===== src/hw/rtl/bsm_pkg.sv =====
// ----------------------------------------------------------------------------
// bsm_pkg: shared types and constants for the bank-switch mapper
// Command codes, result targets, register decode codes and channel payloads.
// ----------------------------------------------------------------------------
package bsm_pkg;

  typedef enum logic [2:0] {
    CMD_REG_WRITE     = 3'd0,
    CMD_SCRATCH_WRITE = 3'd1,
    CMD_LOW_READ      = 3'd2,
    CMD_CPU_TICKS     = 3'd3,
    CMD_SCANLINE      = 3'd4,
    CMD_SOFT_RESET    = 3'd5,
    CMD_CPU_MAP       = 3'd6,
    CMD_PPU_MAP       = 3'd7
  } cmd_e;

  localparam logic [1:0] TGT_PRG_ROM  = 2'd0;
  localparam logic [1:0] TGT_PRG_RAM  = 2'd1;
  localparam logic [1:0] TGT_CHR_ROM  = 2'd2;
  localparam logic [1:0] TGT_UNMAPPED = 2'd3;

  localparam logic [1:0] CFG_ALT_WIRING    = 2'd0;
  localparam logic [1:0] CFG_BOARD_VARIANT = 2'd1;
  localparam logic [1:0] CFG_WRAM_PRESENT  = 2'd2;

  localparam int unsigned CfgIdxW  = 2;
  localparam int unsigned CfgDataW = 2;

  // decode of address bits {9, 8, 4, 3} after the wiring scramble
  localparam logic [3:0] SEL_PRG_A   = 4'b1100;
  localparam logic [3:0] SEL_PRG_B   = 4'b1101;
  localparam logic [3:0] SEL_CHR     = 4'b1110;
  localparam logic [3:0] SEL_SCANCFG = 4'b1111;

  localparam logic [1:0] BOARD_VAR_WRAM  = 2'd2;
  localparam logic [1:0] BOARD_VAR_NARROW = 2'd3;

  typedef struct packed {
    logic [2:0]  cmd;
    logic [15:0] addr;
    logic [7:0]  data;
  } in_payload_t;

  typedef struct packed {
    logic [7:0]  read_data;
    logic        irq_pending;
    logic [11:0] bank;
    logic [1:0]  target;
    logic        write_enable;
    logic [1:0]  mirroring;
  } out_payload_t;

endpackage


===== src/hw/rtl/bsm_in_if.sv =====
// ----------------------------------------------------------------------------
// bsm_in_if: bus transaction channel into the mapper
// Valid/ready handshake carrying command, address and data.
// ----------------------------------------------------------------------------
interface bsm_in_if;
  logic                valid;
  logic                ready;
  bsm_pkg::in_payload_t payload;

  modport source (output valid, output payload, input ready);
  modport sink (input valid, input payload, output ready);
endinterface


===== src/hw/rtl/bsm_out_if.sv =====
// ----------------------------------------------------------------------------
// bsm_out_if: result channel out of the mapper
// Valid/ready handshake carrying read data, IRQ level, bank translation, write enable and mirroring.
// ----------------------------------------------------------------------------
interface bsm_out_if;
  logic                 valid;
  logic                 ready;
  bsm_pkg::out_payload_t payload;

  modport source (output valid, output payload, input ready);
  modport sink (input valid, input payload, output ready);
endinterface


===== src/hw/rtl/bank_switch_mapper_with_irq_counter.sv =====
// ----------------------------------------------------------------------------
// bank_switch_mapper_with_irq_counter: cartridge bank-switch chip with IRQ
// Register writes, scratch RAM, DIP reads, 16-bit up/down IRQ counter and
// CPU/PPU address translation; one result per bus transaction.
// ----------------------------------------------------------------------------
//  channel | dir | payload                                        | handshake
//  in_i    | in  | cmd, addr, data                                | valid/ready
//  out_o   | out | read_data, irq_pending, bank, target, we, mirr | valid/ready
//  cfg     | in  | cfg_idx_i, cfg_data_i                          | cfg_we_i
//
//  One transaction per cycle while results are taken; each transaction is held in
//  the input register, then state update and result register follow in one pass.
//  rst_ni clears all mapper state, scratch RAM, DIP value and configuration.
//  A stalled result holds; the input register still takes one more transaction.
// ----------------------------------------------------------------------------
module bank_switch_mapper_with_irq_counter (
  input  logic                          clk_i,
  input  logic                          rst_ni,
  input  logic                          cfg_we_i,
  input  logic [bsm_pkg::CfgIdxW-1:0]   cfg_idx_i,
  input  logic [bsm_pkg::CfgDataW-1:0]  cfg_data_i,
  bsm_in_if.sink                        in_i,
  bsm_out_if.source                     out_o
);
  import bsm_pkg::*;

  logic         alt_q;
  logic [1:0]   variant_q;
  logic         wram_q;

  logic         in_valid_q;
  in_payload_t  in_q;
  logic         out_valid_q;
  out_payload_t out_q;
  out_payload_t out_d;
  logic         advance;

  logic [7:0]   regs_q [16];
  logic [7:0]   regs_d [16];
  logic [7:0]   scratch_q [4];
  logic [7:0]   scratch_d [4];
  logic         counting_q, counting_d;
  logic         scan_q, scan_d;
  logic [7:0]   dip_q, dip_d;
  logic         irq_q, irq_d;

  cmd_e         cmd;
  logic [15:0]  a;
  logic [15:0]  a_sc;
  logic [3:0]   sel;
  logic [15:0]  cnt;
  logic [16:0]  n;
  logic [16:0]  sum;
  logic [16:0]  diff;
  logic         fire;
  logic [15:0]  cnt_next;
  logic         adv_en;
  logic [3:0]   rd_idx;
  logic [7:0]   rd_val;
  logic [4:0]   mask;
  logic [7:0]   r0;
  logic [7:0]   b16;
  logic [8:0]   maskx;
  logic [8:0]   low9;
  logic [2:0]   slot;

  // --- handshake ------------------------------------------------------------
  assign advance     = in_valid_q && (!out_valid_q || out_o.ready);
  assign in_i.ready  = !in_valid_q || advance;
  assign out_o.valid = out_valid_q;
  assign out_o.payload = out_q;

  always_ff @(posedge clk_i or negedge rst_ni) begin
    if (!rst_ni) begin
      alt_q     <= 1'b0;
      variant_q <= 2'd0;
      wram_q    <= 1'b0;
    end else if (cfg_we_i) begin
      case (cfg_idx_i)
        CFG_ALT_WIRING:    alt_q     <= cfg_data_i[0];
        CFG_BOARD_VARIANT: variant_q <= cfg_data_i[1:0];
        CFG_WRAM_PRESENT:  wram_q    <= cfg_data_i[0];
        default: ;
      endcase
    end
  end

  always_ff @(posedge clk_i or negedge rst_ni) begin
    if (!rst_ni) begin
      in_valid_q <= 1'b0;
    end else if (in_i.ready) begin
      in_valid_q <= in_i.valid;
    end
  end

  always_ff @(posedge clk_i) begin
    if (in_i.ready && in_i.valid) begin
      in_q <= in_i.payload;
    end
  end

  always_ff @(posedge clk_i or negedge rst_ni) begin
    if (!rst_ni) begin
      out_valid_q <= 1'b0;
    end else if (advance) begin
      out_valid_q <= 1'b1;
    end else if (out_o.ready) begin
      out_valid_q <= 1'b0;
    end
  end

  always_ff @(posedge clk_i) begin
    if (advance) begin
      out_q <= out_d;
    end
  end

  // --- mapper state ---------------------------------------------------------
  always_ff @(posedge clk_i or negedge rst_ni) begin
    if (!rst_ni) begin
      for (int i = 0; i < 16; i++) regs_q[i] <= 8'd0;
      for (int i = 0; i < 4; i++) scratch_q[i] <= 8'd0;
      counting_q <= 1'b0;
      scan_q     <= 1'b0;
      dip_q      <= 8'd0;
      irq_q      <= 1'b0;
    end else if (advance) begin
      regs_q     <= regs_d;
      scratch_q  <= scratch_d;
      counting_q <= counting_d;
      scan_q     <= scan_d;
      dip_q      <= dip_d;
      irq_q      <= irq_d;
    end
  end

  // --- shared operand logic -------------------------------------------------
  assign cmd  = cmd_e'(in_q.cmd);
  assign a    = in_q.addr;
  assign a_sc = alt_q ? {2'b00, a[15:8], a[5:0]} : a;
  assign sel  = {a_sc[9], a_sc[8], a_sc[4], a_sc[3]};
  assign r0   = regs_q[0];
  assign slot = a[12:10];
  assign mask = (alt_q || variant_q == BOARD_VAR_NARROW) ? 5'h0F : 5'h1F;

  assign cnt      = {regs_q[3], regs_q[2]};
  assign n        = (cmd == CMD_SCANLINE) ? 17'd8 : {9'd0, in_q.data};
  assign sum      = {1'b0, cnt} + n;
  assign diff     = {1'b0, cnt} - n;
  assign fire     = regs_q[1][6] ? (diff[16] || diff[15:0] == 16'd0) : sum[16];
  assign cnt_next = fire ? 16'd0 : (regs_q[1][6] ? diff[15:0] : sum[15:0]);
  assign adv_en   = counting_q && cnt != 16'd0 && n != 17'd0;

  always_comb begin
    if (cmd == CMD_CPU_MAP) begin
      rd_idx = a[15] ? {2'b01, a[14:13]} : 4'd7;
    end else if (alt_q || variant_q == 2'd1) begin
      rd_idx = {1'b1, slot[2], slot[2], slot[1]};
    end else begin
      rd_idx = {1'b1, slot};
    end
  end
  assign rd_val = regs_q[rd_idx];

  assign b16   = a[14] ? (r0 | {4'd0, mask[4:1]}) : r0;
  assign maskx = {4'd0, mask};
  assign low9  = (a[14:13] == 2'b11) ? 9'h0FF : {1'b0, rd_val};

  // --- next state and result ------------------------------------------------
  always_comb begin
    regs_d     = regs_q;
    scratch_d  = scratch_q;
    counting_d = counting_q;
    scan_d     = scan_q;
    dip_d      = dip_q;
    irq_d      = irq_q;
    out_d      = '0;
    out_d.target = TGT_UNMAPPED;

    unique case (cmd)
      CMD_REG_WRITE: begin
        if (a[15]) begin
          unique case (sel)
            SEL_PRG_A, SEL_PRG_B: regs_d[{2'b01, a_sc[1:0]}] = in_q.data;
            SEL_CHR:              regs_d[{1'b1, a_sc[2:0]}] = in_q.data;
            SEL_SCANCFG:          scan_d = in_q.data[6];
            default: begin
              if (a_sc[9]) begin
                regs_d[{3'b001, a_sc[0]}] = in_q.data;
                if (a_sc[0]) begin
                  counting_d = regs_q[1][7];
                end else begin
                  irq_d = 1'b0;
                end
              end else begin
                regs_d[{3'b000, a_sc[8]}] = in_q.data;
              end
            end
          endcase
        end
      end
      CMD_SCRATCH_WRITE: begin
        if (a[15:12] == 4'h5) scratch_d[a[1:0]] = in_q.data;
      end
      CMD_LOW_READ: begin
        if (a[15:12] == 4'h5) begin
          if (alt_q ? a[10] : a[8]) begin
            out_d.read_data = scratch_q[a[1:0]];
          end else begin
            out_d.read_data = dip_q;
          end
        end
      end
      CMD_CPU_TICKS, CMD_SCANLINE: begin
        if (((cmd == CMD_CPU_TICKS) != scan_q) && adv_en) begin
          regs_d[2] = cnt_next[7:0];
          regs_d[3] = cnt_next[15:8];
          if (fire) begin
            irq_d      = 1'b1;
            counting_d = 1'b0;
          end
        end
      end
      CMD_SOFT_RESET: begin
        for (int i = 0; i < 16; i++) regs_d[i] = 8'd0;
        dip_d = dip_q + 8'd1;
        irq_d = 1'b0;
      end
      CMD_CPU_MAP: begin
        if (a[15]) begin
          out_d.target = TGT_PRG_ROM;
          case (regs_q[1][4:3])
            2'b00:   out_d.bank = {3'd0, b16, a[13]};
            2'b01:   out_d.bank = {3'd0, r0, a[13]};
            default: out_d.bank = {3'd0, ({r0, 1'b0} & ~maskx) | (low9 & maskx)};
          endcase
        end else if (a[14:13] == 2'b11) begin
          if (variant_q == BOARD_VAR_WRAM && wram_q) begin
            out_d.bank   = {10'd0, r0[7:6]};
            out_d.target = TGT_PRG_RAM;
          end else begin
            out_d.bank   = {4'd0, rd_val};
            out_d.target = TGT_PRG_ROM;
          end
        end
      end
      CMD_PPU_MAP: begin
        if (a[15:13] == 3'd0) begin
          out_d.target = TGT_CHR_ROM;
          if (alt_q) begin
            out_d.bank = {3'd0, rd_val, slot[0]};
          end else begin
            case (variant_q)
              2'd0:    out_d.bank = {4'd0, rd_val};
              2'd1:    out_d.bank = {3'd0, rd_val, slot[0]};
              2'd2:    out_d.bank = {r0[7:4], rd_val};
              default: out_d.bank = {2'd0, r0[7:6], rd_val};
            endcase
          end
        end
      end
      default: ;
    endcase

    out_d.irq_pending  = irq_d;
    out_d.write_enable = (variant_q == BOARD_VAR_WRAM) || regs_d[1][5];
    out_d.mirroring    = regs_d[1][1:0];
  end

  // --- checks ---------------------------------------------------------------
  a_irq_rise_on_count: assert property (@(posedge clk_i) disable iff (!rst_ni)
    $rose(irq_q) |-> $past(advance && (cmd == CMD_CPU_TICKS || cmd == CMD_SCANLINE)))
    else $error("IRQ raised outside a counter advance");

  a_result_from_stage: assert property (@(posedge clk_i) disable iff (!rst_ni)
    $rose(out_valid_q) |-> $past(in_valid_q))
    else $error("result produced without a held transaction");

  a_soft_reset_clears: assert property (@(posedge clk_i) disable iff (!rst_ni)
    advance && cmd == CMD_SOFT_RESET |=> regs_q[1] == 8'd0 && !irq_q && !out_q.irq_pending)
    else $error("soft reset left mapper state set");

endmodule


===== src/flat_wrapper.sv =====
// flat-port wrapper written by rule: the top's interface ports become plain ports
module bank_switch_mapper_with_irq_counter_flat import bsm_pkg::*;
  (clk_i, rst_ni, cfg_we_i, cfg_idx_i, cfg_data_i, in_i_valid, in_i_payload, in_i_ready, out_o_valid, out_o_payload, out_o_ready);
  bsm_in_if in_i_i ();
  bsm_out_if out_o_i ();
  input  logic clk_i;
  input  logic rst_ni;
  input  logic cfg_we_i;
  input  logic [bsm_pkg::CfgIdxW-1:0] cfg_idx_i;
  input  logic [bsm_pkg::CfgDataW-1:0] cfg_data_i;
  input wire logic [$bits(in_i_i.valid)-1:0] in_i_valid;
  input wire logic [$bits(in_i_i.payload)-1:0] in_i_payload;
  output wire logic [$bits(in_i_i.ready)-1:0] in_i_ready;
  output wire logic [$bits(out_o_i.valid)-1:0] out_o_valid;
  output wire logic [$bits(out_o_i.payload)-1:0] out_o_payload;
  input wire logic [$bits(out_o_i.ready)-1:0] out_o_ready;
  assign in_i_i.valid = in_i_valid;
  assign in_i_i.payload = in_i_payload;
  assign in_i_ready = in_i_i.ready;
  assign out_o_valid = out_o_i.valid;
  assign out_o_payload = out_o_i.payload;
  assign out_o_i.ready = out_o_ready;
  bank_switch_mapper_with_irq_counter u_core (.clk_i(clk_i), .rst_ni(rst_ni), .cfg_we_i(cfg_we_i), .cfg_idx_i(cfg_idx_i), .cfg_data_i(cfg_data_i), .in_i(in_i_i), .out_o(out_o_i));
endmodule

===== config.mk =====
export PLATFORM = sky130hd
export DESIGN_NAME = bank_switch_mapper_with_irq_counter_flat
export DESIGN_NICKNAME = d
export VERILOG_FILES = /design/src/hw/rtl/bsm_pkg.sv /design/src/hw/rtl/bsm_in_if.sv /design/src/hw/rtl/bsm_out_if.sv /design/src/hw/rtl/bank_switch_mapper_with_irq_counter.sv /design/src/flat_wrapper.sv
export SDC_FILE = /design/constraint.sdc
export NUM_CORES = 1
export LEC_CHECK = 0
export BUFFER_PORTS_ARGS = -buffer_cell sky130_fd_sc_hd__buf_2
export CAP_MARGIN = 20
export CORE_MARGIN = 2
export CORE_UTILIZATION = 62
export CTS_CLUSTER_DIAMETER = 200
export DETAILED_ROUTE_END_ITERATION = 10
export PLACE_DENSITY_LB_ADDON = 0.1
export SYNTH_ARGS = -nofsm -noshare
export SYNTH_HDL_FRONTEND = slang
export SYNTH_SLANG_ARGS = --single-unit
export TNS_END_PERCENT = 5

===== constraint.sdc =====
create_clock -name clk_i -period 3.9 [get_ports clk_i]
set_input_delay 0.39 -clock clk_i [delete_from_list [all_inputs] [get_ports clk_i]]
set_output_delay 0.39 -clock clk_i [all_outputs]
set_load 0.02 [all_outputs]

After elaboration in Yosys (flattened, before gate mapping)
Cells that the tools add are included.

cells by class
  add/subtract/negate cells = 3
  $lt $le $gt $ge = 11
  equality and inequality tests = 27
  multiplexer cells = 65
  bitwise gates (word level) = 11
  reductions and logical operators = 44

operators with widths
  kind                number
  $bwmux 128          4
  $pmux 128 s3        1
  $mux 128            2
  $pmux 96 s2         1
  $demux 8 s4         4
  $mux 8              13
  $mux 16             3
  $pmux 16 s3         1
  $mux 14             3
  $pmux 12 s3         1
  $bmux 8 s4          1
  $bwmux 32           1
  $pmux 16 s2         1
  $pmux 14 s2         1
  $ge 5x5->1 const B  5
  $lt 5x1->1 const B  4
  $mux 10             2
  $pmux 9 s2          1
  $add 16x17->17      1
  $reduce_bool 17->1  1
  $sub 16x17->17      1
  $bmux 8 s2          1
  $demux 8 s2         1
  $eq 4x4->1 const B  4
  45 further kinds    103

word-level totals
  flip-flop bits (word level) = 230
  bits of input ports = 36
  output and inout bits = 28
  word-level logic and storage cells = 200

Depth between registers and ports, before layout
Gate-level depths: netlist of the first run.

  depth in word-level cells = 14
  gate-level depth with buffers = 15
  mapped depth without buffers = 13

Worst setup path after synthesis of the first run
OpenSTA, ideal clock, no wires.

  kind = reg-to-reg
  from = register u_core.in_q (netlist bit u_core.cmd[1])
  to = register u_core.out_q (netlist bit u_core.out_o.payload[17]) (data pin)
  setup time = 180 ps
  arrival time = 3304 ps
  required time = 3720 ps
  slack = 416 ps
  stages on the path, launching flop included = 14
  buffers on the path = 1
  clock period less this slack = 3484 ps
  cell sequence = edfxtp_1 -> or3b_1 -> buf_2 -> and2_1 -> ha_1 -> fa_1 -> nand2b_1 -> a21oi_1 -> a31oi_1 -> o21ai_1 -> xnor2_1 -> nor4_1 -> o22ai_1 -> o41ai_2

on the way
  longest elaborated chain between the ends = 9
  elaborated cells between the ends (all ways) = 18
  classes of those cells = add/sub: 2; eq/ne: 4; mux: 5; reduce/logical: 7

RTL lines
  what                    RTL line                                                                                RTL
  start, declared         bank_switch_mapper_with_irq_counter.sv:32                                               in_payload_t in_q;
  start signal, assigned  bank_switch_mapper_with_irq_counter.sv:98                                               in_q <= in_i.payload;
  $eq 3x3->1              bank_switch_mapper_with_irq_counter.sv:147, bank_switch_mapper_with_irq_counter.sv:180
  $mux 8                  bank_switch_mapper_with_irq_counter.sv:147                                              assign n = (cmd == CMD_SCANLINE) ? 17'd8 : {9'd0, in_q.data};
  $sub 16x17->17          bank_switch_mapper_with_irq_counter.sv:149                                              assign diff = {1'b0, cnt} - n;
  $logic_not 16->1        bank_switch_mapper_with_irq_counter.sv:150                                              assign fire = regs_q[1][6] ? (diff[16] || diff[15:0] == 16'd0) : sum[16];
  $logic_or 1x1->1        bank_switch_mapper_with_irq_counter.sv:150
  $mux 1                  bank_switch_mapper_with_irq_counter.sv:150
  $mux 1                  bank_switch_mapper_with_irq_counter.sv:218                                              if (fire) begin
  $mux 1                  bank_switch_mapper_with_irq_counter.sv:215                                              if (((cmd == CMD_CPU_TICKS) != scan_q) && adv_en) begin
  $pmux 1 s3 (*)          bank_switch_mapper_with_irq_counter.sv:180                                              unique case (cmd)
  named net u_core.irq_d  bank_switch_mapper_with_irq_counter.sv:45                                               logic irq_q, irq_d;
  end signal, assigned    bank_switch_mapper_with_irq_counter.sv:114                                              out_q <= out_d;
  end, declared           bank_switch_mapper_with_irq_counter.sv:34                                               out_payload_t out_q;

Mark *: on every way through the listed nets, which the timed path passes. The rest lies on a longest branch.
A chain may end at the register's enable or synchronous reset.

Worst setup path after layout of the first run
Ends and elaborated chain as after synthesis.

==> impl_metrics.csv, run 1 <==
group,metric,value,unit
route,drt-pass1-iter-count,5,
synthesis,synth.distinct_cells,77,
synthesis,synthArstFlopShare,0.7788,
hold_path,min_from,"in_i_payload[4]",
placement,port_buffers,60,
hold_path,min_to,"u_core.in_q[4]$_DFFE_PP_",
global_routing,grtUsageTotal,0.2976,
sta,final_hold_viol_count,0,
sta,rsz0062_at_grt,"false",
sta,finClkSkew,0.01014,ns
finish,post-route-util,0.7081,
route,wl,29780,um
cts,postCtsSetupRepairBufs,0,
synthesis,synthFlopType,"dfrtp_1",
synthesis,yosysSeqAreaShare,0.4971,
cts,clockBufferDepth,3,
global_routing,grt_overflow,0,
worst_setup_path,critPathRequiredTime,4.22,ns
sta,period_share,0.9468,
floorplanning,dieArea,20280,um2
global_routing,grt_pass1_wl,47080,um
finish,diodes,0,
floorplanning,rows,50,
cts,htree_levels,1,
sta,whs,0.04316,ns
global_routing,grt_pass1_vias,8668,
finish,fin_nets,1200,
floorplanning,die_x,142.4,um
cts,cts_buffers,24,
sta,fin_crit,3.693,ns
synthesis,yosysWarnings,0,
finish,final_common_cell,"dfrtp_1",
sta,maxSlewViolCount,0,
finish,layout_common_cells,"dfrtp_1 (176), nand2_1 (126), nor2_1 (77), mux2i_1 (61), buf_2 (59)",
hold_path,whs_path_depth,1,
global_routing,use_met1,0.4247,
global_routing,grt_start_max_net_pins,90,
hold_path,min_path_type,"input pin to flip-flop",
sta,clock.fmax,270.8,MHz
floorplanning,io_pins,64,
power_and_ir_drop,pwr_density_cell,500.1,nW/um2
synthesis,synth_edf_count,50,
global_routing,antenna_found_initial,0,
cts,cts.root.buffer_cell,"clkbuf_16",
cts,cts_tree,"built",
floorplanning,start_util,0.6330,
floorplanning,die_h,142.4,um
job,drv_cap,0,
route,post-route-drc-count,0,
global_routing,grtUsageMet2,0.4722,
route,vias,9115,
placement,dpl.hpwl,20430,um
cts,clkLatencyLatePin,0.52,ns
worst_setup_path,timing.rr.end,"u_core.out_o.payload[17]$_DFFE_PP_",
route,viasPerCell,6.525,
synthesis,synth_area,11880,um2
power_and_ir_drop,p_leak,5.902,nW
global_routing,grt.busiest_layer,"met2",
sta,fin_setup_tns,0,ns
worst_setup_path,worstPathMaxFanout,5,
finish,drive_gt1_frac,0.1806,
synthesis,syn_nets,1149,
status,outcome,"complete, no violations",
synthesis,netlist_instances,1094,
cts,clk_pin_slew,0.06,ns
worst_setup_path,critPathKind,"flip-flop to flip-flop",
finish,area_delta_synth_final,11.87,%
route,ant_nets,0,
floorplanning,core_area,18770,um2
worst_setup_path,reg2reg_from,"u_core.cmd[1]$_DFFE_PP_",
worst_setup_path,endpoint_kind,"flip-flop",
worst_setup_path,reg2reg_depth,12,
worst_setup_path,cp-start-kind,"flip-flop",
worst_setup_path,worst-r2r-setup-slack,0.21,ns
worst_setup_path,arrival,4.01,ns
cts,clkSinkCount,226,
sta,slew_headroom,0.3537,
placement,place.gp.congestion,0.8914,
route,wl_per_cell,21.31,um
sta,max_slew.worst_pin.slew,0.9569,ns
global_routing,grtUsageMet3,0.04946,
sta,setup_viol,0,
synthesis,synth_seq_cells,226,
synthesis,syn_area_per_cell,10.86,um2
route,drtIter0Drc,724,
power_and_ir_drop,vdd_ir_drop_max,0.0003648,V
-- critical path, stage by stage, from the launching register on --
cell and delay, ns:
edfxtp_1 0.38, or3b_1 0.42, and2_1 0.20, ha_1 0.22, fa_1 0.45, nand2b_1 0.17, a21oi_1 0.19, a31oi_1 0.18
o21ai_1 0.30, xnor2_1 0.12, nor4_2 0.29, o22ai_2 0.18, o41ai_2 0.41
-- how the worst max path moves through the flow --
stage / start / to / cells after the start
2_1_floorplan: u_core.cmd[1]$_DFFE_PP_ / u_core.out_o.payload[17]$_DFFE_PP_ / 13
3_3_place_gp: u_core.cmd[1]$_DFFE_PP_ / u_core.cnt[1]$_DFFE_PN0P_ / 13
6_report: u_core.cmd[1]$_DFFE_PP_ / u_core.out_o.payload[17]$_DFFE_PP_ / 12
4_1_cts: u_core.cmd[1]$_DFFE_PP_ / u_core.cnt[5]$_DFFE_PN0P_ / 13
3_5_place_dp: u_core.cmd[1]$_DFFE_PP_ / u_core.cnt[5]$_DFFE_PN0P_ / 13
5_1_grt: u_core.cmd[1]$_DFFE_PP_ / u_core.out_o.payload[17]$_DFFE_PP_ / 12
-- final cells by class --
cell class / instances / area, um2
clock buffer: 39 / 748.2
clock inverter: 5 / 51.30
fill: 1370 / 5478
inverter: 26 / 97.59
multi-input combinational: 770 / 5583
sequential: 226 / 5906
tap: 234 / 292.8
timing repair buffer: 97 / 611.8
-- stage by stage --
stage / instances / area (um2) / worst slack [ns] / power, mW
after floorplan: 1094 / 11880 / 0.4159 / 3.939
final: 1397 / 13290 / 0.2073 / 6.646
after CTS: 1397 / 13280 / 0.1328 / 6.644
after global routing: 1397 / 13290 / 0.03338 / 6.951
after global placement: 1352 / 12470 / 0.2906 / 4.356
after detailed placement: 1352 / 12470 / 0.2326 / 4.378
-- Yosys cell counts (all sizes together), types with 4 or more instances --
library cell    n  share of area
nor2b          13         0.0075
inv            25         0.0079
nor2           79          0.026
ha             17          0.018
mux4           15          0.028
nand2         126          0.040
edfxtp         50           0.13
a221o           4         0.0034
xnor2          16          0.012
o21ai          63          0.027
nand3b         10         0.0063
nor4            9         0.0065
dfrtp         176           0.37
a211oi          9         0.0061
and3            8         0.0046
a21oi          44          0.019
a32o           42          0.035
buf            20          0.010
clkbuf         52          0.016
a22o           49          0.036
a22oi          24          0.015
and2           16         0.0084
o211ai         15         0.0095
nor3b           6         0.0042
nand3          17         0.0072
mux2i          61          0.051
o22ai           4         0.0021
nor3           12         0.0060
a32oi           4         0.0036
mux2           41          0.039
nand2b         13         0.0068
a21o            4         0.0025
o41ai           5         0.0043
a31oi           4         0.0034
-- flip-flops by register name, indices dropped and copies added (netlist names) --
name and count:
u_core.a 13, u_core.alt_q 1, u_core.cmd 3, u_core.cnt 16, u_core.counting_q 1, u_core.dip_q 8, u_core.in_q 8, u_core.in_valid_q 1
u_core.irq_q 1, u_core.out_o.payload 26, u_core.out_o.valid 1, u_core.r0 8, u_core.regs_q 103, u_core.scan_q 1, u_core.scratch_q 32, u_core.variant_q 2
u_core.wram_q 1
-- where the power goes --
group | leakage (nW) | switching (mW) | internal [mW]
Clock | 0.397 | 0.905 | 1.37
Sequential | 2.91 | 0.211 | 2.58
Combinational | 2.60 | 0.937 | 0.643
Total | 5.90 | 2.05 | 4.59
-- kinds of logic after synthesis --
logic type | Yosys count | synth area share
adder cells (fa/ha/maj) | 19 | 0.02127
flip-flops | 226 | 0.4971
AO/OA/AOI/OAI | 290 | 0.1802
AND/OR/NAND/NOR | 325 | 0.1336
multiplexers | 117 | 0.1187
buffers and inverters | 98 | 0.03507
XOR/XNOR | 19 | 0.01401
-- metal layers --
layer  vias up  routed length, um
met2       323              14160
met3        63               1736
met5         -                  0
met1      4555              13030
met4         0                848
li1       4174                  -
-- timing repair --
item                       CTS  global route
hold endpoints to repair    83             0
setup endpoints to repair    0            17
resized for setup            0             2
hold buffers                 1             0
(Power assumes the default switching activity.)
==> run 2, diff against run 1 <==
==> constraint.sdc (replaced) <==
create_clock -name clk_i -period 3.42 [get_ports clk_i]
set_input_delay 0.342 -clock clk_i [delete_from_list [all_inputs] [get_ports clk_i]]
set_output_delay 0.342 -clock clk_i [all_outputs]
set_load 0.02 [all_outputs]
==> run 2 against run 1 <==
- die area did not move
- wire length is 8.5% higher
- critical path type unchanged
- clock power grew 14%
- largest power group unchanged
- total power increased by 18%
- non-clock buffer count increased by 48
- critical path depth up 5
- design area rose by 3.8%
- global-route usage up 2.2 points
- highest routed layer unchanged
- clock skew up 0.016 ns
==> impl_metrics.csv, run 2 (synthesized netlist as in run 1, its figures left out) <==
group,metric,value,unit
status,outcome,"complete, no violations",
power_and_ir_drop,p_switching,2.510,mW
worst_setup_path,critPathRequiredTime,3.83,ns
sta,finClkSkew,0.02607,ns
route,ant_nets,0,
sta,max_slew.worst_pin.slew,1.094,ns
sta,slew_headroom,0.2648,
finish,largest_reg_flops,103,
sta,maxSlewViolCount,0,
worst_setup_path,cp_slowest_cell,"or3b_4",
worst_setup_path,worst-r2r-setup-slack,0.03,ns
finish,layout_common_cells,"dfrtp_1 (176), nand2_1 (124), nor2_1 (77), buf_4 (62), mux2i_1 (60)",
job,drv_cap,0,
route,drtIter0Drc,913,
worst_setup_path,worstPathMaxFanout,9,
cts,clk_pin_slew,0.06,ns
worst_setup_path,worstPathCellList,"or3b_4 > buf_4 > nand2b_1 > inv_1 > ha_1 > buf_4 > nor2_1 > a21oi_2 > a31oi_4 > mux2i_2 > o2111ai_2 > nor4_2 > o22ai_1 > buf_4 > clkbuf_16 > o211ai_1 > nand2_1",
power_and_ir_drop,comb_power_share,0.268,
floorplanning,die_h,142.4,um
worst_setup_path,path_delay_family,"simple AND/OR/NAND/NOR gates",
global_routing,grt_pass1_wl,50550,um
floorplanning,start_util,0.6330,
cts,cts.root.buffer_cell,"clkbuf_16",
power_and_ir_drop,internal-power,5.342,mW
global_routing,antenna_found_initial,0,
worst_setup_path,crit_top_cell,"buf_4",
finish,final_area,13790,um2
route,wl,32290,um
route,post-route-drc-count,0,
global_routing,grtUsageMet3,0.05451,
sta,clock.fmax,295.3,MHz
cts,clkSinkCount,226,
power_and_ir_drop,vdd_ir_drop_max,0.0005089,V
power_and_ir_drop,switching_share,0.3196,
sta,final_hold_viol_count,0,
power_and_ir_drop,p_leak,6.151,nW
global_routing,grt_overflow,0,
route,drt-pass1-iter-count,6,
sta,period_share,0.9903,
finish,area_delta_synth_final,16.07,%
floorplanning,dieArea,20280,um2
worst_setup_path,arrival,3.80,ns
floorplanning,core_area,18770,um2
power_and_ir_drop,pwr_density_cell,569.4,nW/um2
sta,rsz0062_at_grt,"true",
hold_path,min_path_type,"input pin to flip-flop",
power_and_ir_drop,seqPwrFrac,0.403,
floorplanning,rows,50,
worst_setup_path,slowest_delay,0.41,ns
placement,place_area,12690,um2
placement,dpl.hpwl,21320,um
route,viasPerCell,6.633,
global_routing,grt_pass1_vias,9210,
route,vias,9585,
route,wl_per_cell,22.35,um
sta,setup_viol,0,
worst_setup_path,cp-start-kind,"flip-flop",
cts,htree_levels,1,
floorplanning,die_x,142.4,um
sta,fin_setup_tns,0,ns
finish,instances_no_fill,1445,
worst_setup_path,endpoint_kind,"flip-flop",
finish,drive_gt1_frac,0.2155,
finish,final_common_cell,"dfrtp_1",
global_routing,grt.busiest_layer,"met2",
placement,place.gp.congestion,0.9888,
floorplanning,io_pins,64,
global_routing,grt_start_max_net_pins,89,
cts,cts_buffers,24,
finish,diodes,0,
cts,clkLatencyLatePin,0.54,ns
worst_setup_path,critPathBufInv,5,
global_routing,grtUsageTotal,0.3197,
placement,placed_cells,1379,
finish,fin_nets,1248,
worst_setup_path,critPathKind,"flip-flop to flip-flop",
global_routing,grtUsageMet2,0.5014,
sta,fin_crit,3.387,ns
power_and_ir_drop,pwr-share-clk,0.330,
cts,cts_tree,"built",
placement,port_buffers,60,
finish,largest-register,"u_core.regs_q",
global_routing,use_met1,0.4537,
cts,clockBufferDepth,3,
## run 2: power by group through the flow
stage / clock [mW] / sequential, mW / combinational (mW)
after floorplan: 0 / 3.14 / 1.37
after CTS: 2.60 / 3.15 / 2.01
final: 2.59 / 3.16 / 2.10
after global placement: 0 / 3.19 / 1.94
after detailed placement: 0 / 3.20 / 1.97
after global routing: 2.72 / 3.18 / 2.29
## run 2: what timing repair did
| action | CTS | global route |
|---|---|---|
| hold buffers | 18 | 0 |
| endpoints found under the setup margin | 1 | 19 |
| pin swaps | 4 | 15 |
| setup buffers | 0 | 3 |
| cloned | 0 | 1 |
| endpoints found under the hold margin | 101 | 0 |
| resized for setup | 1 | 19 |
## run 2: area by class of cell
type	count	area (um2)
flip-flops and latches	226	5906
inverters	26	97.59
clock inverters	13	126.4
multi-input cells	770	5667
well taps	234	292.8
fillers	1327	4979
repair buffers	145	1044
clock buffers	31	656.9
## run 2: worst paths after layout
check	cells after the start	endpoint	startpoint
max in group asynchronous	3	u_core.cnt[14]$_DFFE_PN0P_	rst_ni
hold / removal	1	u_core.a[0]$_DFFE_PP_	in_i_payload[8]
hold reg to reg	2	u_core.regs_q[62]$_DFFE_PN0P_	u_core.regs_q[62]$_DFFE_PN0P_
setup / recovery	17	u_core.cnt[9]$_DFFE_PN0P_	u_core.cmd[0]$_DFFE_PP_
setup reg to reg	17	u_core.cnt[9]$_DFFE_PN0P_	u_core.cmd[0]$_DFFE_PP_
min in group asynchronous	2	u_core.regs_q[60]$_DFFE_PN0P_	rst_ni
## run 2: worst register-to-register path, stage by stage, from the launching register on
cell	delay (ns)
edfxtp_1	0.39
or3b_4	0.41
buf_4	0.19
nand2b_1	0.18
inv_1	0.07
ha_1	0.19
buf_4	0.14
nor2_1	0.13
a21oi_2	0.10
a31oi_4	0.22
mux2i_2	0.25
o2111ai_2	0.14
nor4_2	0.27
o22ai_1	0.10
buf_4	0.18
clkbuf_16	0.15
o211ai_1	0.09
nand2_1	0.07
## run 2: layer usage
layer,share of wire,vias up
met2,0.47,435
met3,0.076,85
met4,0.036,0
li1,-,4275
met5,0,-
met1,0.42,4790
## run 2: metrics by stage
step	hold WS [ns]	total power [mW]	setup slack [ns]	util
after floorplan	0.04641	4.510	0.03529	-
after CTS	0.001358	7.755	0.02087	0.7278
after global placement	0.4597	5.128	0.005908	0.6760
after global routing	0.004254	8.185	-0.1718	0.7347
after detailed placement	0.4602	5.162	-0.03720	0.6760
final	0.009685	7.851	0.03304	0.7347
==> run 3, diff against run 2 <==
--- a/config.mk
+++ b/config.mk
@@ -8,7 +8,7 @@
 export BUFFER_PORTS_ARGS = -buffer_cell sky130_fd_sc_hd__buf_2
 export CAP_MARGIN = 20
 export CORE_MARGIN = 2
-export CORE_UTILIZATION = 62
+export CORE_UTILIZATION = 65
 export CTS_CLUSTER_DIAMETER = 200
 export DETAILED_ROUTE_END_ITERATION = 10
 export PLACE_DENSITY_LB_ADDON = 0.1
==> constraint.sdc (replaced) <==
create_clock -name clk_i -period 4.34 [get_ports clk_i]
set_input_delay 0.434 -clock clk_i [delete_from_list [all_inputs] [get_ports clk_i]]
set_output_delay 0.434 -clock clk_i [all_outputs]
set_load 0.02 [all_outputs]
==> run 3 against run 2 <==
- global-route usage about the same
- total power down 23%
- combinational power down 33%
- wire length down 4.0%
- critical path depth down 5
- clock skew down 0.012 ns
- flip-flop and latch count unchanged
- register-to-register slack better by 0.49 ns
- critical endpoint is now u_core.out_o.payload[17]$_DFFE_PP_
- largest cell class unchanged
==> impl_metrics.csv, run 3 (synthesized netlist as in run 1, its figures left out) <==
group,metric,value,unit
status,outcome,"complete, no violations",
sta,slew_headroom,0.2870,
cts,postCtsSetupRepairBufs,0,
worst_setup_path,endpoint_kind,"flip-flop",
global_routing,grt_pass1_vias,8927,
worst_setup_path,arrival,4.15,ns
cts,cts.root.buffer_cell,"clkbuf_16",
power_and_ir_drop,internal-power,4.169,mW
route,vias,9304,
floorplanning,start_util,0.6613,
power_and_ir_drop,seqPwrFrac,0.415,
floorplanning,io_pins,64,
power_and_ir_drop,switching_share,0.3101,
worst_setup_path,startpoint,"u_core.cmd[1]$_DFFE_PP_",
cts,clockBufferDepth,3,
finish,layout_common_cells,"dfrtp_1 (176), nand2_1 (126), nor2_1 (77), mux2i_1 (61), buf_2 (59)",
sta,finClkSkew,0.01418,ns
power_and_ir_drop,comb_power_share,0.232,
sta,rsz0062_at_grt,"false",
finish,drive_gt1_frac,0.1780,
global_routing,grtUsageTotal,0.3199,
placement,dpl_worst_slack,0.2375,ns
sta,maxSlewViolCount,0,
hold_path,min_path_type,"input pin to asynchronous set/reset pin",
power_and_ir_drop,vdd_ir_drop_max,0.0005147,V
floorplanning,dieArea,19370,um2
worst_setup_path,timing.rr.end,"u_core.out_o.payload[17]$_DFFE_PP_",
power_and_ir_drop,pwr-share-clk,0.353,
sta,max_slew.worst_pin.slew,1.061,ns
global_routing,antenna_found_initial,0,
route,wl,31000,um
route,viasPerCell,6.713,
floorplanning,die_x,139.2,um
cts,htree_levels,1,
sta,period_share,0.8803,
finish,area_delta_synth_final,11.75,%
finish,largest_reg_flops,103,
floorplanning,rows,49,
finish,fin_nets,1195,
finish,diodes,0,
worst_setup_path,cp-start-kind,"flip-flop",
worst_setup_path,worstSetupEndpoint,"u_core.out_o.payload[17]$_DFFE_PP_",
global_routing,grt_pass1_wl,49180,um
cts,cts_tree,"built",
job,drv_cap,0,
cts,clkLatencyLatePin,0.53,ns
cts,clkSinkCount,226,
sta,fin_setup_tns,0,ns
cts,ctsResizeCount,0,
route,wl_per_cell,22.37,um
sta,setup_viol,0,
worst_setup_path,worst-r2r-setup-slack,0.52,ns
worst_setup_path,reg2reg_depth,12,
sta,final_hold_viol_count,0,
cts,postCtsHoldBufs,0,
sta,clock.fmax,261.7,MHz
placement,dpl.hpwl,21050,um
worst_setup_path,reg2reg_from,"u_core.cmd[1]$_DFFE_PP_",
route,post-route-drc-count,0,
global_routing,grt_start_max_net_pins,105,
cts,cts_buffers,24,
placement,port_buffers,60,
cts,clk_pin_slew,0.06,ns
finish,final_area,13280,um2
placement,place_area,12410,um2
floorplanning,core_area,17960,um2
route,ant_nets,0,
sta,setup_ws,0.5195,ns
worst_setup_path,worstPathMaxFanout,9,
power_and_ir_drop,p_leak,5.894,nW
global_routing,grt_overflow,0,
finish,largest-register,"u_core.regs_q",
worst_setup_path,critPathRequiredTime,4.67,ns
finish,final_common_cell,"dfrtp_1",
route,drt-pass1-iter-count,6,
power_and_ir_drop,pwr_density_cell,455.1,nW/um2
placement,place.gp.congestion,0.9412,
power_and_ir_drop,p_switching,1.874,mW
floorplanning,die_h,139.2,um
sta,fin_crit,3.820,ns
route,drtIter0Drc,793,
worst_setup_path,critPathKind,"flip-flop to flip-flop",
## run 3: metal layers
layer	part of all wire	routed length [um]	track usage
met3	0.072	2232	0.05214
met2	0.46	14370	0.4882
met4	0.035	1079	0.1143
met1	0.43	13320	0.4709
met5	0	0	0
## run 3: how the worst min path moves through the flow
stage                                                 to  cells after the start  slack, ns                            from
final                      u_core.regs_q[92]$_DFFE_PN0P_                      1       0.04                          rst_ni
after global routing               u_core.a[0]$_DFFE_PP_                      1       0.07                 in_i_payload[8]
after CTS                  u_core.regs_q[93]$_DFFE_PN0P_                      1       0.07                          rst_ni
after detailed placement   u_core.regs_q[60]$_DFFE_PN0P_                      2       0.47   u_core.regs_q[60]$_DFFE_PN0P_
after global placement    u_core.regs_q[113]$_DFFE_PN0P_                      2       0.46  u_core.regs_q[113]$_DFFE_PN0P_
after floorplan                 u_core.alt_q$_DFFE_PN0P_                      0       0.14                          rst_ni
## run 3: layout make-up
class                           instances  area [um2]
Fill cell                            1256        4687
Clock buffer                           36       738.2
Tap cell                              229       286.5
Inverter                               26       97.59
Multi-Input combinational cell        770        5577
Sequential cell                       226        5906
Clock inverter                          7       92.59
Timing Repair Buffer                   92       579.3
## run 3: power by group through the flow
stage / sequential, mW / clock (mW) / combinational [mW]
3_3_place_gp: 2.54 / 0 / 1.35
6_report: 2.51 / 2.13 / 1.40
4_1_cts: 2.50 / 2.15 / 1.38
2_1_floorplan: 2.47 / 0 / 1.07
3_5_place_dp: 2.54 / 0 / 1.37
5_1_grt: 2.53 / 2.22 / 1.54
## run 3: per-stage QoR
step                  util  hold WS (ns)  power [mW]  std cells
global placement    0.6910        0.4581       3.882       1342
CTS                 0.7372       0.07482       6.028       1385
finish              0.7391       0.03687       6.043       1386
detailed placement  0.6910        0.4695       3.913       1342
global route        0.7391       0.07442       6.293       1386
floorplan                -        0.1384       3.540       1094
## run 3: worst max-delay path, stage by stage, from the launching register on
cell and delay (ns):
edfxtp_1 0.37, or3b_1 0.41, and2_1 0.21, ha_1 0.22, fa_1 0.44, nand2b_1 0.17, a21oi_1 0.25, a31oi_1 0.18
o21ai_1 0.28, xnor2_1 0.10, nor4_1 0.34, o22ai_2 0.24, o41ai_2 0.41
